--- config.mk ---
export PLATFORM = sky130hd
export DESIGN_NAME = barrel_shifter_alu_flags
export DESIGN_NICKNAME = d
export VERILOG_FILES = /design/src/rtl/bsaf_pkg.sv /design/src/rtl/barrel_shifter_alu_flags.sv
export SDC_FILE = /design/constraint.sdc
export NUM_CORES = 1
export LEC_CHECK = 0
export BUFFER_PORTS_ARGS = -buffer_cell sky130_fd_sc_hd__buf_4
export CAP_MARGIN = 25
export CORE_ASPECT_RATIO = 1.2
export CORE_MARGIN = 1.5
export CORE_UTILIZATION = 45
export DETAILED_ROUTE_END_ITERATION = 10
export GPL_TIMING_DRIVEN = 1
export PLACE_DENSITY = 0.65
export SLEW_MARGIN = 25
export SYNTH_ARGS = -nofsm -noshare
export SYNTH_HDL_FRONTEND = slang
export SYNTH_SLANG_ARGS = --single-unit
--- constraint.sdc ---
create_clock -name clk_i -period 4.4 [get_ports clk_i]
set_input_delay 0.88 -clock clk_i [delete_from_list [all_inputs] [get_ports clk_i]]
set_output_delay 0.88 -clock clk_i [all_outputs]
set_load 0.05 [all_outputs]
--- src/rtl/bsaf_pkg.sv ---
// ----------------------------------------------------------------------------
// bsaf_pkg
// Types and codes for the data-processing ALU with barrel shifter.
// ----------------------------------------------------------------------------
package bsaf_pkg;

  localparam int unsigned DataW = 32;
  localparam int unsigned AmtW  = 6;   // shift amounts 0..33 after clamping

  typedef enum logic [3:0] {
    OP_AND = 4'd0,
    OP_EOR = 4'd1,
    OP_SUB = 4'd2,
    OP_RSB = 4'd3,
    OP_ADD = 4'd4,
    OP_ADC = 4'd5,
    OP_SBC = 4'd6,
    OP_RSC = 4'd7,
    OP_TST = 4'd8,
    OP_TEQ = 4'd9,
    OP_CMP = 4'd10,
    OP_CMN = 4'd11,
    OP_ORR = 4'd12,
    OP_MOV = 4'd13,
    OP_BIC = 4'd14,
    OP_MVN = 4'd15
  } alu_op_e;

  typedef enum logic [1:0] {
    KIND_LSL = 2'd0,
    KIND_LSR = 2'd1,
    KIND_ASR = 2'd2,
    KIND_ROR = 2'd3
  } shift_kind_e;

  // Normalized shifter operation after decode
  typedef enum logic [2:0] {
    SH_NONE = 3'd0,
    SH_LSL  = 3'd1,
    SH_LSR  = 3'd2,
    SH_ASR  = 3'd3,
    SH_ROR  = 3'd4,
    SH_RRX  = 3'd5
  } shift_op_e;

  typedef struct packed {
    logic [3:0]       func;
    logic             set_flags;
    logic             imm_form;
    logic [7:0]       imm_byte;
    logic [3:0]       imm_rotate;
    logic             shift_by_reg;
    logic [1:0]       shift_kind;
    logic [4:0]       shift_imm;
    logic [DataW-1:0] first_operand;
    logic [DataW-1:0] shifted_operand;
    logic [7:0]       shift_reg_byte;
    logic             carry_in;
  } in_t;

  typedef struct packed {
    logic [DataW-1:0] result;
    logic             writes_result;
    logic             flags_write;
    logic             flag_n;
    logic             flag_z;
    logic             flag_c;
    logic             v_write;
    logic             flag_v;
  } out_t;

  // Fields carried alongside the datapath
  typedef struct packed {
    logic [3:0]       func;
    logic             set_flags;
    logic [DataW-1:0] first_operand;
    logic             carry_in;
  } side_t;

  // After decode: shifter source and normalized control
  typedef struct packed {
    side_t            side;
    logic [DataW-1:0] src;
    shift_op_e        op;
    logic [AmtW-1:0]  amt;
  } dec_t;

  // After the shifter: second operand and shifter carry
  typedef struct packed {
    side_t            side;
    logic [DataW-1:0] op_b;
    logic             sh_carry;
  } shf_t;

  // After the ALU
  typedef struct packed {
    logic [3:0]       func;
    logic             set_flags;
    logic             carry_in;
    logic [DataW-1:0] res;
    logic             carry;
    logic             ovf;
    logic             arith;
  } alu_t;

endpackage

--- src/rtl/barrel_shifter_alu_flags.sv ---
// ----------------------------------------------------------------------------
// barrel_shifter_alu_flags
// Four-stage data-processing ALU: operand-two decode, barrel shifter,
// 32-bit ALU, flag generation.
// ----------------------------------------------------------------------------
//
//   channel | direction | handshake                  | payload
//   --------+-----------+----------------------------+------------------
//   in      | input     | in_valid_i / in_ready_o    | in_data_i  (in_t)
//   out     | output    | out_valid_o / out_ready_i  | out_data_o (out_t)
//
// One transaction per cycle sustained while out_ready_i is high. Each transaction
// crosses four register stages (decode, shift, ALU, flag register) before
// out_valid_o rises.
// The adder carry chain in the ALU stage and the 32-bit shifter set the clock.
// Reset clears the stage valid bits only; the datapath registers are not reset.
// A stage holds while the next one is full and stalled, and each stage fills
// its own bubble, so back-pressure drops and repeats nothing.
//
module barrel_shifter_alu_flags
  import bsaf_pkg::*;
(
  input  logic clk_i,
  input  logic rst_ni,
  input  logic in_valid_i,
  output logic in_ready_o,
  input  in_t  in_data_i,
  output logic out_valid_o,
  input  logic out_ready_i,
  output out_t out_data_o
);

  // Stage valid bits and stage enables
  logic v1_q, v2_q, v3_q, v4_q;
  logic en1, en2, en3, en4;

  // Advance a stage whenever it is empty or its content moves on
  assign en4 = !v4_q || out_ready_i;
  assign en3 = !v3_q || en4;
  assign en2 = !v2_q || en3;
  assign en1 = !v1_q || en2;

  assign in_ready_o = en1;

  always_ff @(posedge clk_i or negedge rst_ni) begin
    if (!rst_ni) begin
      v1_q <= 1'b0;
      v2_q <= 1'b0;
      v3_q <= 1'b0;
      v4_q <= 1'b0;
    end else begin
      if (en1) v1_q <= in_valid_i;
      if (en2) v2_q <= v1_q;
      if (en3) v3_q <= v2_q;
      if (en4) v4_q <= v3_q;
    end
  end

  // --------------------------------------------------------------------------
  // Stage 1: decode operand two into a shifter op with a clamped amount.
  // Out-of-range amounts are folded so the shifter needs no special cases:
  // LSL/LSR above 32 clamp to 33 (all zero, carry 0), ASR clamps to 32,
  // ROR keeps the amount modulo 32.
  // --------------------------------------------------------------------------
  dec_t dec_d, dec_q;

  always_comb begin
    dec_d.side.func          = in_data_i.func;
    dec_d.side.set_flags     = in_data_i.set_flags;
    dec_d.side.first_operand = in_data_i.first_operand;
    dec_d.side.carry_in      = in_data_i.carry_in;
    dec_d.src                = in_data_i.shifted_operand;
    dec_d.op                 = SH_NONE;
    dec_d.amt                = '0;

    if (in_data_i.imm_form) begin
      // Rotated immediate; a zero rotate leaves the carry untouched
      dec_d.src = {{(DataW-8){1'b0}}, in_data_i.imm_byte};
      dec_d.amt = {1'b0, in_data_i.imm_rotate, 1'b0};
      dec_d.op  = (in_data_i.imm_rotate == 4'd0) ? SH_NONE : SH_ROR;
    end else if (in_data_i.shift_by_reg) begin
      if (in_data_i.shift_reg_byte != 8'd0) begin
        case (shift_kind_e'(in_data_i.shift_kind))
          KIND_LSL: begin
            dec_d.op  = SH_LSL;
            dec_d.amt = (in_data_i.shift_reg_byte > 8'd32) ? AmtW'(33)
                                                           : in_data_i.shift_reg_byte[5:0];
          end
          KIND_LSR: begin
            dec_d.op  = SH_LSR;
            dec_d.amt = (in_data_i.shift_reg_byte > 8'd32) ? AmtW'(33)
                                                           : in_data_i.shift_reg_byte[5:0];
          end
          KIND_ASR: begin
            dec_d.op  = SH_ASR;
            dec_d.amt = (in_data_i.shift_reg_byte > 8'd32) ? AmtW'(32)
                                                           : in_data_i.shift_reg_byte[5:0];
          end
          default: begin
            dec_d.op  = SH_ROR;
            dec_d.amt = {1'b0, in_data_i.shift_reg_byte[4:0]};
          end
        endcase
      end
    end else begin
      if (in_data_i.shift_imm == 5'd0) begin
        // Zero immediate: LSL passes, LSR/ASR mean 32, ROR means RRX
        case (shift_kind_e'(in_data_i.shift_kind))
          KIND_LSL: dec_d.op = SH_NONE;
          KIND_LSR: begin
            dec_d.op  = SH_LSR;
            dec_d.amt = AmtW'(32);
          end
          KIND_ASR: begin
            dec_d.op  = SH_ASR;
            dec_d.amt = AmtW'(32);
          end
          default:  dec_d.op = SH_RRX;
        endcase
      end else begin
        dec_d.amt = {1'b0, in_data_i.shift_imm};
        case (shift_kind_e'(in_data_i.shift_kind))
          KIND_LSL: dec_d.op = SH_LSL;
          KIND_LSR: dec_d.op = SH_LSR;
          KIND_ASR: dec_d.op = SH_ASR;
          default:  dec_d.op = SH_ROR;
        endcase
      end
    end
  end

  always_ff @(posedge clk_i) begin
    if (en1) dec_q <= dec_d;
  end

  // --------------------------------------------------------------------------
  // Stage 2: barrel shifter. Shift one guard bit along to pick up the carry.
  // --------------------------------------------------------------------------
  shf_t shf_d, shf_q;

  logic        [DataW:0]     lsl_w;
  logic        [DataW:0]     lsr_w;
  logic signed [DataW:0]     asr_w;
  logic        [2*DataW-1:0] ror_w;

  assign lsl_w = {1'b0, dec_q.src} << dec_q.amt;
  assign lsr_w = {dec_q.src, 1'b0} >> dec_q.amt;
  assign asr_w = $signed({dec_q.src, 1'b0}) >>> dec_q.amt;
  assign ror_w = {dec_q.src, dec_q.src} >> dec_q.amt[4:0];

  always_comb begin
    shf_d.side = dec_q.side;
    case (dec_q.op)
      SH_LSL: begin
        shf_d.op_b     = lsl_w[DataW-1:0];
        shf_d.sh_carry = lsl_w[DataW];
      end
      SH_LSR: begin
        shf_d.op_b     = lsr_w[DataW:1];
        shf_d.sh_carry = lsr_w[0];
      end
      SH_ASR: begin
        shf_d.op_b     = asr_w[DataW:1];
        shf_d.sh_carry = asr_w[0];
      end
      SH_ROR: begin
        shf_d.op_b     = ror_w[DataW-1:0];
        shf_d.sh_carry = ror_w[DataW-1];
      end
      SH_RRX: begin
        shf_d.op_b     = {dec_q.side.carry_in, dec_q.src[DataW-1:1]};
        shf_d.sh_carry = dec_q.src[0];
      end
      default: begin
        shf_d.op_b     = dec_q.src;
        shf_d.sh_carry = dec_q.side.carry_in;
      end
    endcase
  end

  always_ff @(posedge clk_i) begin
    if (en2) shf_q <= shf_d;
  end

  // --------------------------------------------------------------------------
  // Stage 3: ALU. SUB, RSB and CMP run as x + ~y + 1 on one adder; SBC and RSC use the carry in place of the 1.
  // --------------------------------------------------------------------------
  alu_t             alu_d, alu_q;
  logic [DataW-1:0] add_x, add_y, a_op, b_op, logic_res;
  logic             add_ci;
  logic             alu_arith;
  logic [DataW:0]   sum_w;

  assign a_op = shf_q.side.first_operand;
  assign b_op = shf_q.op_b;

  always_comb begin
    add_x     = a_op;
    add_y     = b_op;
    add_ci    = 1'b0;
    logic_res = '0;
    alu_arith = 1'b1;
    case (alu_op_e'(shf_q.side.func))
      OP_AND, OP_TST: begin
        alu_arith = 1'b0;
        logic_res = a_op & b_op;
      end
      OP_EOR, OP_TEQ: begin
        alu_arith = 1'b0;
        logic_res = a_op ^ b_op;
      end
      OP_ORR: begin
        alu_arith = 1'b0;
        logic_res = a_op | b_op;
      end
      OP_MOV: begin
        alu_arith = 1'b0;
        logic_res = b_op;
      end
      OP_BIC: begin
        alu_arith = 1'b0;
        logic_res = a_op & ~b_op;
      end
      OP_MVN: begin
        alu_arith = 1'b0;
        logic_res = ~b_op;
      end
      OP_SUB, OP_CMP: begin
        add_y  = ~b_op;
        add_ci = 1'b1;
      end
      OP_RSB: begin
        add_x  = ~a_op;
        add_ci = 1'b1;
      end
      OP_ADD, OP_CMN: add_ci = 1'b0;
      OP_ADC: add_ci = shf_q.side.carry_in;
      OP_SBC: begin
        add_y  = ~b_op;
        add_ci = shf_q.side.carry_in;
      end
      default: begin  // RSC
        add_x  = ~a_op;
        add_ci = shf_q.side.carry_in;
      end
    endcase
  end

  assign sum_w = {1'b0, add_x} + {1'b0, add_y} + {{DataW{1'b0}}, add_ci};

  always_comb begin
    alu_d.func      = shf_q.side.func;
    alu_d.set_flags = shf_q.side.set_flags;
    alu_d.carry_in  = shf_q.side.carry_in;
    alu_d.arith     = alu_arith;
    if (alu_arith) begin
      alu_d.res   = sum_w[DataW-1:0];
      alu_d.carry = sum_w[DataW];
      alu_d.ovf   = (sum_w[DataW-1] ^ add_x[DataW-1]) & (sum_w[DataW-1] ^ add_y[DataW-1]);
    end else begin
      alu_d.res   = logic_res;
      alu_d.carry = shf_q.sh_carry;
      alu_d.ovf   = 1'b0;
    end
  end

  always_ff @(posedge clk_i) begin
    if (en3) alu_q <= alu_d;
  end

  // --------------------------------------------------------------------------
  // Stage 4: flags and output register. Test and compare ops force S and
  // drop the writeback.
  // --------------------------------------------------------------------------
  out_t out_d, out_q;
  logic is_test, fw;

  assign is_test = (alu_q.func[3:2] == 2'b10);
  assign fw      = is_test || alu_q.set_flags;

  always_comb begin
    out_d.result        = alu_q.res;
    out_d.writes_result = !is_test;
    out_d.flags_write   = fw;
    out_d.flag_n        = alu_q.res[DataW-1];
    out_d.flag_z        = (alu_q.res == '0);
    out_d.flag_c        = fw ? alu_q.carry : alu_q.carry_in;
    out_d.v_write       = alu_q.arith && fw;
    out_d.flag_v        = alu_q.ovf;
  end

  always_ff @(posedge clk_i) begin
    if (en4) out_q <= out_d;
  end

  assign out_valid_o = v4_q;
  assign out_data_o  = out_q;

endmodule
=== Word level (Yosys, flattened, before mapping) ===
Index checks and enable logic that the tools add are counted.

* Logic and storage cells: 117
* Bits in registers: 234

* Bitwise operators: 9
* Shifts and indexed selects: 4
* $add $sub $neg: 2
* Mux-type cells: 20
* Equal/unequal tests: 22
* Reduce and logical (&&, ||, !) cells: 25
* Magnitude comparators: 1

{| class="wikitable"
|+ Operators with widths
! operator !! number
|-
| case mux 32 bit (6 select lines) || 1
|-
| case mux 33 bit (5 select lines) || 1
|-
| AND 32 bit || 2
|-
| 2-to-1 mux 32 bit || 2
|-
| NOT 32 bit || 2
|-
| >> shifter 64 x 5 -> 32 bit || 1
|-
| 2-to-1 mux 9 bit || 4
|-
| 2-to-1 mux 34 bit || 1
|-
| adder 32 x 32 -> 33 bit || 1
|-
| adder 33 x 1 -> 33 bit || 1
|-
| << shifter 32 x 6 -> 33 bit || 1
|-
| >> shifter 33 x 6 -> 33 bit || 1
|-
| >>> shifter 33 x 6 -> 33 bit || 1
|-
| == test 4 bit, second input constant || 8
|-
| logical NOT 32 bit || 1
|-
| OR 32 bit || 1
|-
| bitwise XOR 32 bit || 1
|-
| case mux 9 bit (3 select lines) || 1
|-
| 2-to-1 mux 6 bit || 3
|-
| case mux 3 bit (3 select lines) || 2
|-
| OR reduction 14 bit || 1
|-
| == test 4 x 3 -> 1 bit, second input constant || 3
|-
| OR reduction 10 bit || 1
|-
| == test 4 x 2 -> 1 bit, second input constant || 2
|-
| other kinds (23) || 40
|}

=== Depth between registers and ports, before layout ===
Gate-level depths: netlist of run 1.

* Depth in word-level cells: 8
* Mapped depth: 17

=== Worst setup path before layout of run 1 ===
Ideal clock, no wire load.

* Kind: input to register
* Start: in out_ready_i
* End: reg dec_q[0] (netlist bit), enable pin
* Cell stages on the path: 2
* Arrival: 3.744 ns
* Path slack: -0.676 ns
* Buffers on the path: 0
* Setup time: 1.332 ns
* Path through: nor2b_1 -> nand4_1

* Longest elaborated chain between the ends: 4

{| class="wikitable"
|+ RTL lines
! item !! line !! RTL
|-
| from (decl) || barrel_shifter_alu_flags.sv:29 || <nowiki>input logic out_ready_i,</nowiki>
|-
| logical OR 1 bit || barrel_shifter_alu_flags.sv:38 || <nowiki>assign en4 = !v4_q || out_ready_i;</nowiki>
|-
| logical OR 1 bit || barrel_shifter_alu_flags.sv:39 || <nowiki>assign en3 = !v3_q || en4;</nowiki>
|-
| logical OR 1 bit || barrel_shifter_alu_flags.sv:40 || <nowiki>assign en2 = !v2_q || en3;</nowiki>
|-
| logical OR 1 bit || barrel_shifter_alu_flags.sv:41 || <nowiki>assign en1 = !v1_q || en2;</nowiki>
|-
| named net in_ready_o || barrel_shifter_alu_flags.sv:26 || <nowiki>output logic in_ready_o,</nowiki>
|-
| to (signal assigned) || barrel_shifter_alu_flags.sv:133 || <nowiki>if (en1) dec_q <= dec_d;</nowiki>
|-
| to (decl) || barrel_shifter_alu_flags.sv:65 || <nowiki>dec_t dec_d, dec_q;</nowiki>
|}

The timed path passes the listed nets, and every way through them passes these cells.
A chain may end at the register's enable or synchronous reset.

==> results.md, run 1 <==
Power:
- The power per standard cell area is 552 nW/um^2.
- Internal power comes to 6.32 mW.
- The relative contribution of combinational cells to total power is 0.469.
- Power comes to 10.7 mW.
- The worst vdd rail ir drop is 327 uV.
- Of the total power, the share spent switching nets is 0.410.
- The static leakage is 7.60 nW.
- The part of the power in the clock network is 0.189.
- The sequential fraction of design power is 0.342.
- The switching power of the nets is 4.40 mW.

Timing:
- The final worst-path setup slack is 0.270 ns.
- The highest clock rate is 242 MHz.
- The minimum hold slack is 0.124 ns.
- Setup repair after global routing left no endpoint under its margin.
- Dividing the final minimum period by the clock period gives 0.939.
- The normalized max-slew margin is 0.302.
- For the final database, setup skew stands at 0.0168 ns.
- The number of hold violations in the final report was 0.
- The setup violation total in the final timing report is 0.
- The routed design could run at a clock period as short as 4.13 ns.
- The number of slew-limit violations in the final report is 0.
- The actual transition at the worst max-transition pin is 1.04 ns.

Logic synthesis:
- The average instance area after synthesis is 9.85 sq um.
- Sorting the synthesized cells by area gives the leading types as edfxtp_1 (40%), mux4_2 (6.7%), nor2_1 (5.4%).
- The netlist uses 70 different library cells.
- Yosys mapped a number of flops with a built-in enable equal to 227.
- The gate count of the mapped netlist is 1712.
- edfxtp_1 takes more of the synthesized area than any other cell.
- The sequential cell area fraction in the yosys report is 0.410.
- The number of nets handed over by synthesis was 1884.
- The share of synthesized area in the top cell type comes to 0.404.
- The share of flip-flops with an asynchronous set or reset after synthesis is 0.0173.
- The synthesized netlist occupies a cell area of 16900 sq um.
- The dominant register cell in the synthesized netlist is edfxtp_1.
- The number of warnings reported in the yosys synthesis log is 0.
- The synthesized flop and latch total is 231.

Die:
- The starting density of the core is 0.457.
- The total number of placement rows is 77.
- The core region is 36900 sq um.
- The die covers 38600 sq um.
- The floorplan step set the die height to 215 um.
- The floorplan die width is 180 um.
- The number of placed I/O pins is 144.

Global route:
- The all-layer global routing usage is 0.279.
- Summed over all layers, the global routing overflow is 0.
- The number of antenna violations at the first check in global routing is 1.
- The first-pass GRT wire length is 83.1 mm.
- The via count of the first global-routing pass was 14100.
- The pin count of the biggest net entering global routing is 86.

Critical path:
- The endpoint required time on the critical path is 4.68 ns.
- In this run the worst path has a maximum fanout of 9.
- The kind of critical path is flip-flop to flip-flop.
- The data arrival time at the worst-slack endpoint is 4.41 ns.
- The critical-path cell with the highest stage delay is edfxtp_1.
- The most frequent cell on the critical path is fa_1.
- The worst setup path is captured at a flip-flop.
- The total buffers and inverters traversed by the critical path is 1.
- The critical path goes through nand3b_1, xnor2_1, fa_1, inv_1, fa_1, a21o_1, a221o_2, a311o_1, nand3_1, o211ai_1, and2_1, a21boi_0, xor2_1, o21ai_0.
- In this design, the stage delay of the slowest critical-path cell is 0.50 ns.
- Grouping stages by cell kind, the critical path spends the most delay in compound AO/OA/AOI/OAI gates.
- The sort of element at the start of the critical path is a flip-flop.

Route:
- The detailed router's first-iteration violation count is 1227.
- The per-cell via count in the routed design is 6.23.
- The count of vias placed by the detailed router is 14400.
- In the final routed layout, each cell accounts on average for 23.7 um.
- The final antenna-violating net count is 0.
- The number of DRC violations after detailed routing is 0.
- For this run, the detailed router's first-pass iteration total came to 5.
- The final wirelength is 54.9 mm.

CTS:
- The clock-pin slew on the worst setup and hold paths is 0.06 ns.
- Clock tree synthesis selected as its root buffer the cell clkbuf_16.
- Clock latency on the worst-skew pair, taken at its later pin, is 0.55 ns.
- Counting the buffers created by CTS gives 25.
- No sink is reached through more buffers than the 3 on the longest clock path.
- In this run the number of H-tree levels came out at 1.
- Buffers inserted to repair hold after CTS numbered 0.
- The number of clock sinks seen by CTS is 231.
- The TritonCTS clock tree is done.

Placement:
- The placer congestion estimate is 1.05.
- The number of buffer cells added on primary ports is 143.
- The HPWL after detailed placement is 41.3 mm.
- The cell total after placement is 2267.
- Timing analysis after detailed placement gives a worst setup slack of 0.249 ns.

Final layout:
- The share of the core filled with cells is 0.526.
- Of the cells placed in the final design, the portion with a size suffix greater than 1 is 0.184.
- The non-filler instance count after layout is 2312.
- The number of nets in the layout is 1993.
- The number of diodes is 0.
- The area growth from synthesis to layout is 15.1%.

Outcome:
- The run finished with clean final reports.

Min path:
- The path class of the tightest hold or removal check is input pin to asynchronous set/reset pin.

Run:
- The tool flagged a number of max-cap violations equal to 0.
[kinds of logic (layout without fill, tap and decap cells)]
kind of cell / after synthesis / in the layout / share of synthesized area
muxes: 131 / 131 / 0.117
adders and majority gates: 69 / 69 / 0.0521
DFF: 231 / 231 / 0.410
AOI/OAI and AO/OA: 480 / 480 / 0.191
xor gates and xnor gates: 90 / 90 / 0.0468
buffers and inverters: 208 / 334 / 0.0477
and+or+nand+nor: 503 / 503 / 0.135
[state kept, by name, indices dropped and copies added, names as in the netlist]
name         count
alu_q           39
alu_d            6
shf_q            1
v2_q             1
v3_q             1
out_valid_o      1
b_op            32
a_op            32
out_data_o      38
v1_q             1
dec_q           79
[power by group through the flow]
stage / sequential (mW) / clock (mW) / combinational (mW)
floorplan: 3.89 / 0 / 3.22
global placement: 3.68 / 0 / 4.85
detailed placement: 3.71 / 0 / 4.90
CTS: 3.66 / 2.07 / 4.94
global route: 3.73 / 2.15 / 5.45
finish: 3.67 / 2.03 / 5.02
[cell usage after synthesis, drive strengths merged (44+ instances only)]
cell type,n
a21oi,121
o21ai,88
xnor2,76
edfxtp,227
ha,67
nor2b,44
inv,85
nand2,81
nor2,242
clkbuf,87
mux2i,59
mux4,50
[layout make-up]
type	instances	area, sq um
Fill cell	3304	17500
Inverter	85	319
Sequential cell	231	6920
Tap cell	474	593
Clock inverter	15	140
Clock buffer	29	641
Multi-Input combinational cell	1273	9200
Timing Repair Buffer	205	1600
[cells in the final DEF (no fill, tap or decap), types with 42 or more instances in the layout]
cell type / count
mux4_2: 50
ha_1: 67
a21oi_1: 120
nand2_1: 81
edfxtp_1: 227
nor2_1: 242
mux2i_1: 59
buf_4: 201
nor2b_1: 42
xnor2_1: 76
inv_1: 82
o21ai_0: 86
[per-layer routing]
metal	global-route usage	up-vias	wire length (um)
li1	-	6667	-
met1	0.335	6940	21200
met2	0.481	651	26600
met3	0.0315	148	3390
met4	0.165	0	3670
met5	0	-	0
[stage by stage]
step / TNS, ns / area (sq um)
after global placement: 0 / 18600
final: 0 / 19400
after floorplan: -43.17 / 16900
after detailed placement: 0 / 18600
after CTS: 0 / 19400
after global routing: 0 / 19400
[what timing repair did]
item | CTS | global route
buffers inserted | 0 | 0
resized for setup | 0 | 2
setup endpoints to repair | 0 | 3
[final timing paths]
kind,start,to,slack [ns],cells after the start
min,rst_ni,v2_q$_DFFE_PN0P_,0.12,1
max in group asynchronous,rst_ni,v3_q$_DFFE_PN0P_,4.18,1
max,alu_d[37]$_DFFE_PP_,alu_q[29]$_DFFE_PP_,0.27,14
max reg2reg,alu_d[37]$_DFFE_PP_,alu_q[29]$_DFFE_PP_,0.27,14
min reg2reg,dec_q[64]$_DFFE_PP_,a_op[22]$_DFFE_PP_,0.41,0
min in group clk_i,dec_q[64]$_DFFE_PP_,a_op[22]$_DFFE_PP_,0.41,0
Power figures use the tool's default switching activity.
==> inputs of run 2 (changes only) <==
--- a/config.mk
+++ b/config.mk
@@ -6,10 +6,10 @@
 export NUM_CORES = 1
 export LEC_CHECK = 0
 export BUFFER_PORTS_ARGS = -buffer_cell sky130_fd_sc_hd__buf_4
-export CAP_MARGIN = 25
 export CORE_ASPECT_RATIO = 1.2
 export CORE_MARGIN = 1.5
 export CORE_UTILIZATION = 45
+export CTS_BUF_LIST = sky130_fd_sc_hd__clkbuf_4 sky130_fd_sc_hd__clkbuf_8
 export DETAILED_ROUTE_END_ITERATION = 10
 export GPL_TIMING_DRIVEN = 1
 export PLACE_DENSITY = 0.65
==> run 2 against run 1 <==
Effect of this change:
- maximum frequency shrank 0.12%
- sequential power about the same
- power fell by 0.98%
- non-clock buffer count unchanged
- hold slack got worse by 0.031 ns
- via count up 0.60%
- clock power fell by 5%
- critical path depth unchanged
- sequential cell count did not move
- clock skew is 0.019 ns higher
- final area about the same
==> results.md, run 2 (same netlist as run 1, synthesis figures left out) <==
Outcome:
- The run finished with clean final reports.

CTS:
- In this run the post-CTS setup repair buffer count came out at 0.
- In this run the deepest clock path goes through 3 buffers.
- The TritonCTS clock tree is done.
- After clock tree synthesis, the clock-pin slew on the worst setup and hold paths is 0.06 ns.
- The TritonCTS buffer count is 39.
- For this design, the sink count on the clock tree is 231.
- The master cell of the clock root buffer is clkbuf_8.
- The hold buffer count at CTS is 0.
- The total of cells resized after clock tree synthesis is 0.
- For the worst-skew pair, the clock arrives at the later sink with an insertion delay of 0.58 ns.
- The H-tree depth reported by CTS is 2.

Critical path:
- The critical-path cell with the highest stage delay is edfxtp_1.
- By startpoint and endpoint, the worst setup path is classified as flip-flop to flip-flop.
- STA puts the critical path data required time at 4.68 ns.
- Walking the worst path, the cells encountered are nand3b_1, xnor2_1, fa_1, inv_1, fa_1, a21o_1, a221o_2, a311o_1, nand3_1, o211ai_1, and2_1, a21boi_0, xor2_1, o21ai_0.
- The most numerous cell type found on the critical path is fa_1.
- The longest individual stage delay on the worst path is 0.50 ns.
- The critical path starts at alu_d[37]$_DFFE_PP_.
- The endpoint identified for the worst register-to-register timing path is alu_q[29]$_DFFE_PP_.
- Counting cells, the worst reg-to-reg path comes to 14.
- The sort of element at the start of the critical path is a flip-flop.
- The endpoint of the most critical setup path is alu_q[29]$_DFFE_PP_.
- For the worst setup path, the data arrival time is 4.42 ns.
- STA classifies the critical path endpoint as a flip-flop.
- The peak fanout along the critical path is 9.
- The register-to-register setup slack is 0.26 ns.
- The startpoint of the most critical register-to-register path is alu_d[37]$_DFFE_PP_.

Placement:
- In this run, placement finished with an instance count of 2267.
- The number of buffer cells added on primary ports is 143.
- Routability-driven placement finished with a final weighted congestion of 1.05.
- The wire-length estimate of the detail-placed layout is 41.3 mm.

Route:
- The first-pass iteration count of the detailed router is 5.
- After detailed routing, the number of vias per cell comes to 6.20.
- The routed design uses 26.6 mm of met2 wire.
- Once detail routing completed, the nets flagged for antenna violations numbered 0.
- The first routing iteration left 1210 violations.
- The count of vias placed by the detailed router is 14500.
- After detailed routing, the number of remaining DRC violations is 0.
- After detailed routing, the average wire length per cell comes to 23.5 um.
- The uppermost signal routing layer after detailed routing is met4.
- The final layout contains routed wiring with a total length of 55.0 mm.
- The routed length on met3 is 3.43 mm.
- The detailed router put a total of 21.0 mm of wire on met1.

Timing:
- The normalized max-slew margin is 0.307.
- The share of the clock period used by the worst path is 0.940.
- Based on the critical path, the design can be clocked at up to 242 MHz.
- Setup repair after global routing left no endpoint under its margin.
- The actual transition at the worst max-transition pin is 1.03 ns.
- The worst-case clock skew is 0.0358 ns.
- The shortest clock period the worst path allows after layout is 4.14 ns.
- The number of hold violations in the final report is 0.
- The setup violation total in the final timing report is 0.
- The number of slew-limit violations in the final report is 0.

Die:
- The starting density of the core is 0.457.
- In this run the standard cell core region covers 36900 sq um.
- The die area is 38600 sq um.
- The die is 180 um wide.
- The number of placed I/O pins is 144.
- After floorplanning, the core was divided into 77 placement rows.
- The die is 215 um tall.

Power:
- IR analysis of the VDD net gives a maximum drop of 228 uV.
- For this design the static power due to leakage is 7.63 nW.
- The final total power is 10.6 mW.
- The power per standard cell area is 547 nW/um^2.

Final layout:
- The number of flip-flops in the largest register is 79.
- The non-filler instance count after layout is 2339.
- The synthesis-to-finish area growth is 15.1%.
- Counting flops per register, the top entry is dec_q.
- The library cell used most frequently in the layout, excluding fill and tap cells, is nor2_1.
- The fraction of final layout cells with drive strength greater than 1 is 0.197.
- The number of nets in the layout is 2007.
- In the layout the commonest cells are nor2_1 (242), edfxtp_1 (227), buf_4 (201), a21oi_1 (120), o21ai_0 (85).
- 0 antenna diodes ended up in the layout.

Global route:
- The all-layer global routing usage is 0.281.
- The via count of the first global-routing pass was 14200.
- The first global-routing pass estimated 83.5 mm of wire.
- Entering global routing, the biggest net connects 86 pins.
- The number of antenna violations at the first check in global routing is 1.
- The remaining global-route overflow is 0.

Run:
- The max-cap check violation count is 0.

Min path:
- The worst hold path belongs to the class input pin to asynchronous set/reset pin.
-- run 2: cell count changes in the layout (fill, tap and decap cells not counted), sizes merged --
cell	change
clkbuf	+22
clkinvlp	+2
inv	-1
clkinv	+4
-- run 2: layout make-up --
class / count / area, sq um
Multi-Input combinational cell: 1273 / 9200
Tap cell: 474 / 593
Clock inverter: 20 / 151
Inverter: 85 / 319
Sequential cell: 231 / 6920
Timing Repair Buffer: 205 / 1600
Clock buffer: 51 / 627
Fill cell: 3307 / 17500
-- run 2: worst min-delay path by stage --
stage	start	to	slack (ns)	cells past startpoint
after global routing	rst_ni	v2_q$_DFFE_PN0P_	0.07	1
after CTS	rst_ni	v1_q$_DFFE_PN0P_	0.06	1
after floorplan	dec_q[42]$_DFFE_PP_	a_op[0]$_DFFE_PP_	0.40	0
final	rst_ni	v1_q$_DFFE_PN0P_	0.09	1
after global placement	dec_q[64]$_DFFE_PP_	a_op[22]$_DFFE_PP_	0.40	0
after detailed placement	dec_q[58]$_DFFE_PP_	a_op[16]$_DFFE_PP_	0.40	0
-- run 2: power breakdown --
part           leakage, nW  switching, mW  internal [mW]  total (mW)
clock                0.405          0.874           1.05        1.93
sequential            2.41          0.514           3.15        3.67
combinational         4.82           3.01           2.00        5.01
-- run 2: metal layers --
metal,vias to the layer above,track usage
li1,6690,-
met3,162,0.0390
met4,0,0.179
met2,690,0.481
met1,6951,0.330
met5,-,0
-- run 2: through the flow --
| stage | hold slack [ns] | utilization | setup TNS, ns | cell area [sq um] | setup slack (ns) |
|---|---|---|---|---|---|
| after floorplan | 0.400 | - | -43.17 | 16900 | -0.545 |
| after global placement | 0.401 | 0.503 | 0 | 18600 | 0.313 |
| after detailed placement | 0.405 | 0.503 | 0 | 18600 | 0.249 |
| after CTS | 0.0618 | 0.524 | 0 | 19400 | 0.224 |
| after global routing | 0.0733 | 0.526 | 0 | 19400 | 0.0229 |
| final | 0.0927 | 0.526 | 0 | 19400 | 0.265 |
-- run 2: worst max-delay path, delay by kind of cell (launching register included) --
family | cells | cell delay [ns]
buf+inv | 1 | 0.07
fa+ha+maj | 2 | 0.67
xor+xnor | 2 | 0.40
flops | 1 | 0.50
compound gates | 6 | 1.53
simple gates | 3 | 0.69
==> inputs of run 3 (changes only) <==
--- a/config.mk
+++ b/config.mk
@@ -12,8 +12,6 @@
 export CTS_BUF_LIST = sky130_fd_sc_hd__clkbuf_4 sky130_fd_sc_hd__clkbuf_8
 export DETAILED_ROUTE_END_ITERATION = 10
 export GPL_TIMING_DRIVEN = 1
-export PLACE_DENSITY = 0.65
-export SLEW_MARGIN = 25
 export SYNTH_ARGS = -nofsm -noshare
 export SYNTH_HDL_FRONTEND = slang
 export SYNTH_SLANG_ARGS = --single-unit
==> constraint.sdc (replaced) <==
create_clock -name clk_i -period 4.6 [get_ports clk_i]
set_input_delay 0.92 -clock clk_i [delete_from_list [all_inputs] [get_ports clk_i]]
set_output_delay 0.92 -clock clk_i [all_outputs]
set_load 0.05 [all_outputs]
==> run 3 against run 2 <==
Effect of this change:
- sequential power is 4% lower
- global-route usage increased by 1.6 points
- first-iteration DRC count fell by 6.9%
- combinational power is 4.8% lower
- sequential share of layout area rose by 0.33 points
- critical path depth grew 1
- sequential cell count unchanged
- utilization fell by 0.48 points
==> results.md, run 3 (same netlist as run 1, synthesis figures left out) <==
Outcome:
- The run finished with clean final reports.

Die:
- The total number of placement rows is 77.
- From left edge to right edge, the die measures 180 um.
- The floorplan core area is 36900 sq um.
- 144 I/O pins were placed.
- The starting density of the core is 0.457.
- The overall die height is 215 um.
- The die covers 38600 sq um.

Run:
- The max-cap check violation count is 0.

Final layout:
- Of the cells placed in the final design, the portion with a size suffix greater than 1 is 0.190.
- The synthesis-to-finish area growth is 14.0%.
- Leaving out fill and tap cells, the most frequent cell in the layout is nor2_1.
- In the layout the commonest cells are nor2_1 (242), edfxtp_1 (227), buf_4 (196), a21oi_1 (120), o21ai_0 (86).
- The count of cells in the finished layout, fillers not included, comes to 2321.
- The share of the core filled with cells is 0.521.
- The register with the most flip-flops in the layout has 79 of them.
- The register with the most flip-flops in the final layout is dec_q.
- The finished layout cell area is 19200 sq um.
- The number of nets in the layout is 1998.

CTS:
- The number of clock buffers added by TritonCTS is 37.
- Clock-pin slew was measured on the worst setup and hold paths at 0.06 ns.
- The hold buffer count at CTS is 0.
- The H-tree was split into 2 levels.
- The clock passes through at most 3 buffers.
- The number of clock sinks seen by CTS is 231.
- The total of cells resized after clock tree synthesis is 0.
- TritonCTS built the clock tree.
- The total setup buffers inserted after CTS is 0.
- The tree is rooted in a clkbuf_8.
- Clock latency on the worst-skew pair, taken at its later pin, is 0.56 ns.

Critical path:
- At the worst endpoint, the arrival time is 4.57 ns.
- The worst setup path is launched from a flip-flop.
- Data on the critical path is required at its endpoint by 4.89 ns.
- Along the worst path, the maximum fanout reaches 11.
- STA classifies the critical path endpoint as a flip-flop.
- The kind of critical path is flip-flop to flip-flop.
- Among cell families on the critical path, the largest total delay comes from compound AO/OA/AOI/OAI gates.
- The cell that appears most often on the critical path is fa_1.
- The number of buffers and inverters on the critical path is 1.
- The longest individual stage delay on the worst path is 0.56 ns.
- The largest individual stage delay along the critical path comes from the cell edfxtp_1.
- Traced cell by cell, the critical path runs through nor2b_1, o22ai_1, a32oi_1, fa_1, inv_1, fa_1, a21o_1, a221o_2, a311o_1, nand3_1, o211ai_1, and2_1, a41oi_1, xnor2_1, o21ai_0.

Timing:
- Setup repair after global routing left no endpoint under its margin.
- The number of hold violations in the final report is 0.
- The highest clock rate is 234 MHz.
- For the pin with the worst max-slew slack, the measured transition is 0.954 ns.
- The minimum hold slack is 0.162 ns.
- The number of slew-limit violations in the final report is 0.
- The worst path needs 4.28 ns of the cycle, external delays included.
- On the final layout, the worst clock skew is 0.0280 ns.
- Setup violations remaining at the end of the flow were counted as 0.
- Of the available clock period, the critical path in the final layout requires 0.930.
- Measured against its own limit, the worst slew margin works out to 0.357.

Global route:
- The via count of the first global-routing pass is 14200.
- Global routing finished with a remaining overflow of 0.
- The pin count of the biggest net entering global routing is 68.
- The number of antenna violations at the first check in global routing was 1.
- The first global-routing pass estimated 86.9 mm of wire.
- The all-layer global routing usage is 0.297.

Route:
- The final antenna-violating net count is 0.
- For this block, the via count after detailed routing is 14500.
- The detailed router's first-iteration violation count is 1127.
- The final wirelength is 57.9 mm.
- The per-cell via count in the routed design is 6.24.
- For this run, design rule violations remaining after detail routing come to 0.
- In the final routed layout, each cell accounts on average for 24.9 um.
- The first detailed-routing pass ran for 5 iterations.

Placement:
- Once detailed placement completed, the half-perimeter wirelength came to 43.5 mm.
- The cell total after placement is 2261.
- The count of buffers added on input and output ports is 143.
- The post-place instance area is 18500 sq um.
- The placer congestion estimate is 1.03.

Power:
- Power spread over the standard cell area amounts to 521 nW/um^2.
- IR analysis of the VDD net gives a maximum drop of 233 uV.
- Summed over all cells, the static leakage comes to 7.53 nW.

Min path:
- In this run the worst hold path is classified as input pin to asynchronous set/reset pin.
## run 3: layout make-up
cell class                 instances  area, sq um
fill                            3428        17700
antenna                            1         2.50
sequential                       231         6920
tap                              474          593
timing repair buffer             198         1510
multi-input combinational       1273         9180
inverter                          85          319
clock inverter                    12          116
clock buffer                      47          584
## run 3: path summary, 6_finish.rpt
path,start,to,slack [ns],cells after the start
worst min register to register,dec_q[56]$_DFFE_PP_,a_op[14]$_DFFE_PP_,0.41,0
worst max-delay path,alu_d[39]$_DFFE_PP_,alu_q[31]$_DFFE_PP_,0.32,15
worst max register to register,alu_d[39]$_DFFE_PP_,alu_q[31]$_DFFE_PP_,0.32,15
min in group clk_i,dec_q[56]$_DFFE_PP_,a_op[14]$_DFFE_PP_,0.41,0
worst min-delay path,rst_ni,out_valid_o$_DFFE_PN0P_,0.16,1
max in group asynchronous,rst_ni,v2_q$_DFFE_PN0P_,4.34,1
## run 3: per-stage QoR
| stage | TNS (ns) | power [mW] | setup slack (ns) |
|---|---|---|---|
| 2_1_floorplan | -30.39 | 6.80 | -0.385 |
| 3_3_place_gp | 0 | 8.20 | 0.463 |
| 3_5_place_dp | 0 | 8.26 | 0.313 |
| 4_1_cts | 0 | 10.0 | 0.293 |
| 5_1_grt | 0 | 10.6 | 0.0938 |
| 6_report | 0 | 10.0 | 0.322 |
## run 3: layer usage
layer | track usage | part of all wire
met1 | 0.338 | 0.37
met2 | 0.520 | 0.50
met3 | 0.0393 | 0.055
met4 | 0.195 | 0.071
met5 | 0 | 0
## run 3: power breakdown
part / switching (mW) / internal, mW
sequential: 0.503 / 3.02
combinational: 2.90 / 1.88
clock: 0.778 / 0.941
